==> src/rtl/swc_ram.sv <==
// Generic single write port, single read port RAM with registered read.
// No dependencies.
`default_nettype none

module swc_ram #(
  parameter int WIDTH = 32,
  parameter int DEPTH = 64
) (
  input  wire logic                     clk_i,
  input  wire logic                     we_i,
  input  wire logic [$clog2(DEPTH)-1:0] waddr_i,
  input  wire logic [WIDTH-1:0]         wdata_i,
  input  wire logic [$clog2(DEPTH)-1:0] raddr_i,
  output logic [WIDTH-1:0]              rdata_o
);

  logic [WIDTH-1:0] mem [DEPTH];

  always_ff @(posedge clk_i) begin
    if (we_i) begin
      mem[waddr_i] <= wdata_i;
    end
    rdata_o <= mem[raddr_i];
  end

endmodule

`default_nettype wire

==> config.mk <==
export PLATFORM = sky130hd
export DESIGN_NAME = swc_ram
export DESIGN_NICKNAME = d
export VERILOG_FILES = /design/src/rtl/swc_ram.sv
export SDC_FILE = /design/constraint.sdc
export NUM_CORES = 2
export LEC_CHECK = 0
export BUFFER_PORTS_ARGS = -buffer_cell sky130_fd_sc_hd__buf_2
export CORE_UTILIZATION = 55
export CTS_BUF_LIST = sky130_fd_sc_hd__clkbuf_8
export DETAILED_ROUTE_END_ITERATION = 7
export PLACE_DENSITY_LB_ADDON = 0.12
export SETUP_SLACK_MARGIN = 0.15
export SYNTH_ARGS = -nofsm -noshare
export SYNTH_HDL_FRONTEND = slang
export SYNTH_SLANG_ARGS = --single-unit
==> constraint.sdc <==
create_clock -name clk_i -period 7.3 [get_ports clk_i]
set_input_delay 2.19 -clock clk_i [delete_from_list [all_inputs] [get_ports clk_i]]
set_output_delay 2.19 -clock clk_i [all_outputs]
set_load 0.01 [all_outputs]
# Word level (Yosys, flattened, before mapping)
# Memories as Yosys holds them, arrays and structs flattened. A register that Yosys moved wholly into a read port is not among the register bits.
# Cells that the tools add are included.
[word_totals] in_bits=46 mem_bits_rw=2048 n_memories=1 register_bits=0
[classes] mux=2
[memory_table] name="mem" words=64 width=32 read_ports=1 rd_clocked_by_memory_dff=1 wr=1 line="17" rtl="logic [WIDTH-1:0] mem [DEPTH];"
[ops] operator="1-bit 2-to-1 mux" count=2

# Longest topological paths before layout
[logic_depth] word_depth=2 mapped_depth=10 ltp_nobuf=5

# Least setup slack after synthesis
# Ideal clock, no wire load.
[synth_path] path_kind="input to register" start="input waddr_i[3]" end="memory mem[48][0], enable pin" required_ps=6839 n_path_buf=1 arrival_ps=4889 slack_ps=1950 stages=4 path_cell_list="clkbuf_1 > nor2b_1 > nand4b_1 > nor3_1"
[synth_rtl] item="start, declared" line="11" rtl="input wire logic [$clog2(DEPTH)-1:0] waddr_i,"
[synth_rtl] item="end, declared" line="17"
# No word-level cell before the write port.

==> impl_metrics.py <==
metrics = {
    "sta": {
        "layout_min_cycle_time_ns": 4.79,
        "setup_viol": 0,
        "finalSetupTns_ns": 0,
        "rsz0062_at_grt": "false",
        "slew_violations": 0,
        "fin_hold_ws_ns": 0.759,
        "fin_skew_ns": 0.0531,
        "period_share_pct": 65.6,
        "tightest_slew_ns": 1.34,
        "max_freq_mhz": 209,
        "hold_viol": 0,
        "slew_headroom_pct": 11.0,
    },
    "setup_path": {
        "endpoint_kind": "register",
        "endpoint": "rdata_o[17]$_DFF_P_",
        "path_max_fanout": 85,
        "crit_arrival_ns": 5.60,
        "reg2reg_depth": 5,
        "cp_top_family": "compound AO/OA/AOI/OAI gates",
        "cp.depth": 7,
        "crit_path_start": "raddr_i[1]",
        "cpMaxStageDelayCell": "o32ai_1",
        "worstReg2RegEnd": "rdata_o[4]$_DFF_P_",
        "crit_type": "primary input to register",
        "start_kind": "primary input",
        "worstPathBufferInverterCount": 2,
        "cp.required_ns": 8.11,
        "reg2reg_from": "mem[39][4]$_DFFE_PP_",
        "cpPeakStageDelay_ns": 0.97,
        "crit_chain": "buf_8 -> buf_12 -> nor2b_1 -> a22oi_1 -> and3_1 -> o32ai_1 -> nor3_1",
        "reg2reg_slack_ns": 4.73,
    },
    "grt": {
        "grt_pass1_vias": 38800,
        "grt_usage_pct": 28.7,
        "grt_pass1_wl_mm": 287,
        "grt_antenna_before_repair": 28,
        "grt_max_degree": 87,
        "grt_overflow": 0,
    },
    "floorplan": {
        "rows": 138,
        "core_area_um2": 142000,
        "dieArea_um2": 144000,
        "die_w_um": 380,
        "start_util_pct": 55.5,
        "io-pin-count": 78,
        "die_h_um": 380,
    },
    "routing": {
        "drt_iter0_markers": 4753,
        "routed_wl_mm": 204,
        "vias": 37800,
        "ant_nets": 0,
        "dr.pass1.iters": 5,
        "vias_per_cell": 6.45,
        "avgRoutedWirePerCell_um": 34.9,
        "drc": 0,
    },
    "final_layout": {
        "multi_input_area_um2": 16000,
        "fillers": 9599,
        "area_growth_pct": 12.5,
        "nNetsFinal": 3752,
        "drive_gt1_share_pct": 31.5,
        "regArea_um2": 62100,
    },
    "synthesis": {
        "ys_types": 34,
        "synthTopCellsByArea": "edfxtp_1, mux4_2, mux2i_1",
        "seq_area_frac_synth_pct": 79.1,
        "syn_area_um2": 78500,
        "synthCells": 3324,
        "syn_nets": 3370,
        "synth-edff-count": 2048,
        "ys_warn_count": 0,
        "synthFlopType": "edfxtp_1",
        "synth_common_cells": "edfxtp_1, mux4_2, nor2_1, mux2i_1, o22ai_1",
        "async_flop_share_pct": 0,
        "yosysTopAreaCell": "edfxtp_1",
        "synth.most_common_cell": "edfxtp_1",
        "avgSynthCellArea_um2": 23.6,
        "synth-seq-cells": 2080,
        "synth_top_cell_area_share_pct": 78.3,
    },
    "clock_tree": {
        "cts.repair.resized": 0,
        "ctsHtreeMaxLevel": 5,
        "cts_buffers": 339,
        "ctsHoldBuffers": 0,
        "cts_buffer_depth": 4,
        "clock-sinks": 2080,
        "clk_pin_slew_ns": 0.06,
        "root_buffer": "clkbuf_8",
        "insertion_delay_ns": 1.02,
        "postCtsSetupRepairBufs": 0,
        "cts_tree": "done",
    },
    "power": {
        "cellPowerDensity_nw_per_um2": 270,
        "p_total_mw": 23.9,
        "vdd_drop_max_v": 0.000229,
        "switchingPower_mw": 5.31,
        "p_seq_share_pct": 55.7,
        "p_sw_share_pct": 22.3,
        "p_leak_nw": 28.0,
        "combPwrFrac_pct": 5.3,
        "p_int_mw": 18.5,
        "clkPwrFrac_pct": 39.0,
    },
    "placed_design": {
        "portBuffers": 77,
        "gp_congestion": 0.835,
        "detailed_place_hpwl_mm": 113,
    },
    "worst_hold_path": {
        "min_path_type": "register to register",
        "hold_path_depth": 4,
    },
    "run": {
        "cap_violations": 0,
    },
    "outcome": {
        "status": "finished, final reports clean",
    },
}
[cells in the final DEF, fill, tap and decap left out, drive strengths merged, types with 13 or more instances in the layout]
master / n
edfxtp: 2048
clkinv: 108
nor2b: 15
clkbuf: 358
nand2: 26
nor2: 137
o22ai: 84
dfxtp: 32
buf: 223
mux4: 544
a21oi: 62
mux2i: 93
diode: 13
inv: 110
o221ai: 27
[worst min-delay path by stage]
stage | start | end
finish | mem[12][20]$_DFFE_PP_ | rdata_o[20]$_DFF_P_
global route | mem[12][20]$_DFFE_PP_ | rdata_o[20]$_DFF_P_
CTS | mem[12][20]$_DFFE_PP_ | rdata_o[20]$_DFF_P_
detailed placement | mem[12][20]$_DFFE_PP_ | rdata_o[20]$_DFF_P_
global placement | mem[12][20]$_DFFE_PP_ | rdata_o[20]$_DFF_P_
floorplan | mem[12][17]$_DFFE_PP_ | rdata_o[17]$_DFF_P_
[state kept, by name, summed over array words and instances (netlist names)]
register / count
mem: 2048
rdata_o: 32
[metrics by stage]
| stage | std cells | area, um^2 | setup WS (ns) | util [%] |
|---|---|---|---|---|
| 2_1_floorplan | 3324 | 78500 | 1.95 | - |
| 3_3_place_gp | 5255 | 82100 | 1.67 | 58.0 |
| 3_5_place_dp | 5255 | 82100 | 1.59 | 58.0 |
| 4_1_cts | 5845 | 88300 | 2.68 | 62.3 |
| 5_1_grt | 5849 | 88300 | 2.35 | 62.3 |
| 6_report | 5858 | 88300 | 2.51 | 62.4 |
[worst reg2reg max path: cells and delay by family, from the launching register on]
kind	cells	cell delay (ns)
compound gates	1	0.92
mux	2	0.97
flops	1	0.36
simple gates	2	0.17
[power by group through the flow]
stage          Combinational, mW  Clock [mW]  Sequential, mW
2_1_floorplan              0.643           0            13.5
3_3_place_gp                1.24           0            13.5
3_5_place_dp                1.26           0            13.5
4_1_cts                     1.27        9.46            13.3
5_1_grt                     1.32        9.93            13.3
6_report                    1.26        9.30            13.3
[per-layer routing]
metal,vias up,wire length [um],global-route usage (%)
met5,-,64,0
met3,406,20400,6.96
met1,20200,77700,39.5
met2,2017,99700,45.5
li1,15100,-,-
met4,12,6630,9.77
[cells by family after synthesis]
group / synth area share, %
compound gates: 1.67
simple gates: 1.27
mux: 16.8
flops: 79.1
buf+inv: 1.13
[area by class of cell]
type | instances | share of cell area, %
diodes | 13 | 0.0368
clock buffers | 358 | 5.58
clock inverters | 232 | 1.36
multi-input cells | 1062 | 18.1
flip-flops and latches | 2080 | 70.4
well taps | 1890 | 2.68
repair buffers | 223 | 1.87
Power figures use the tool's default switching activity.
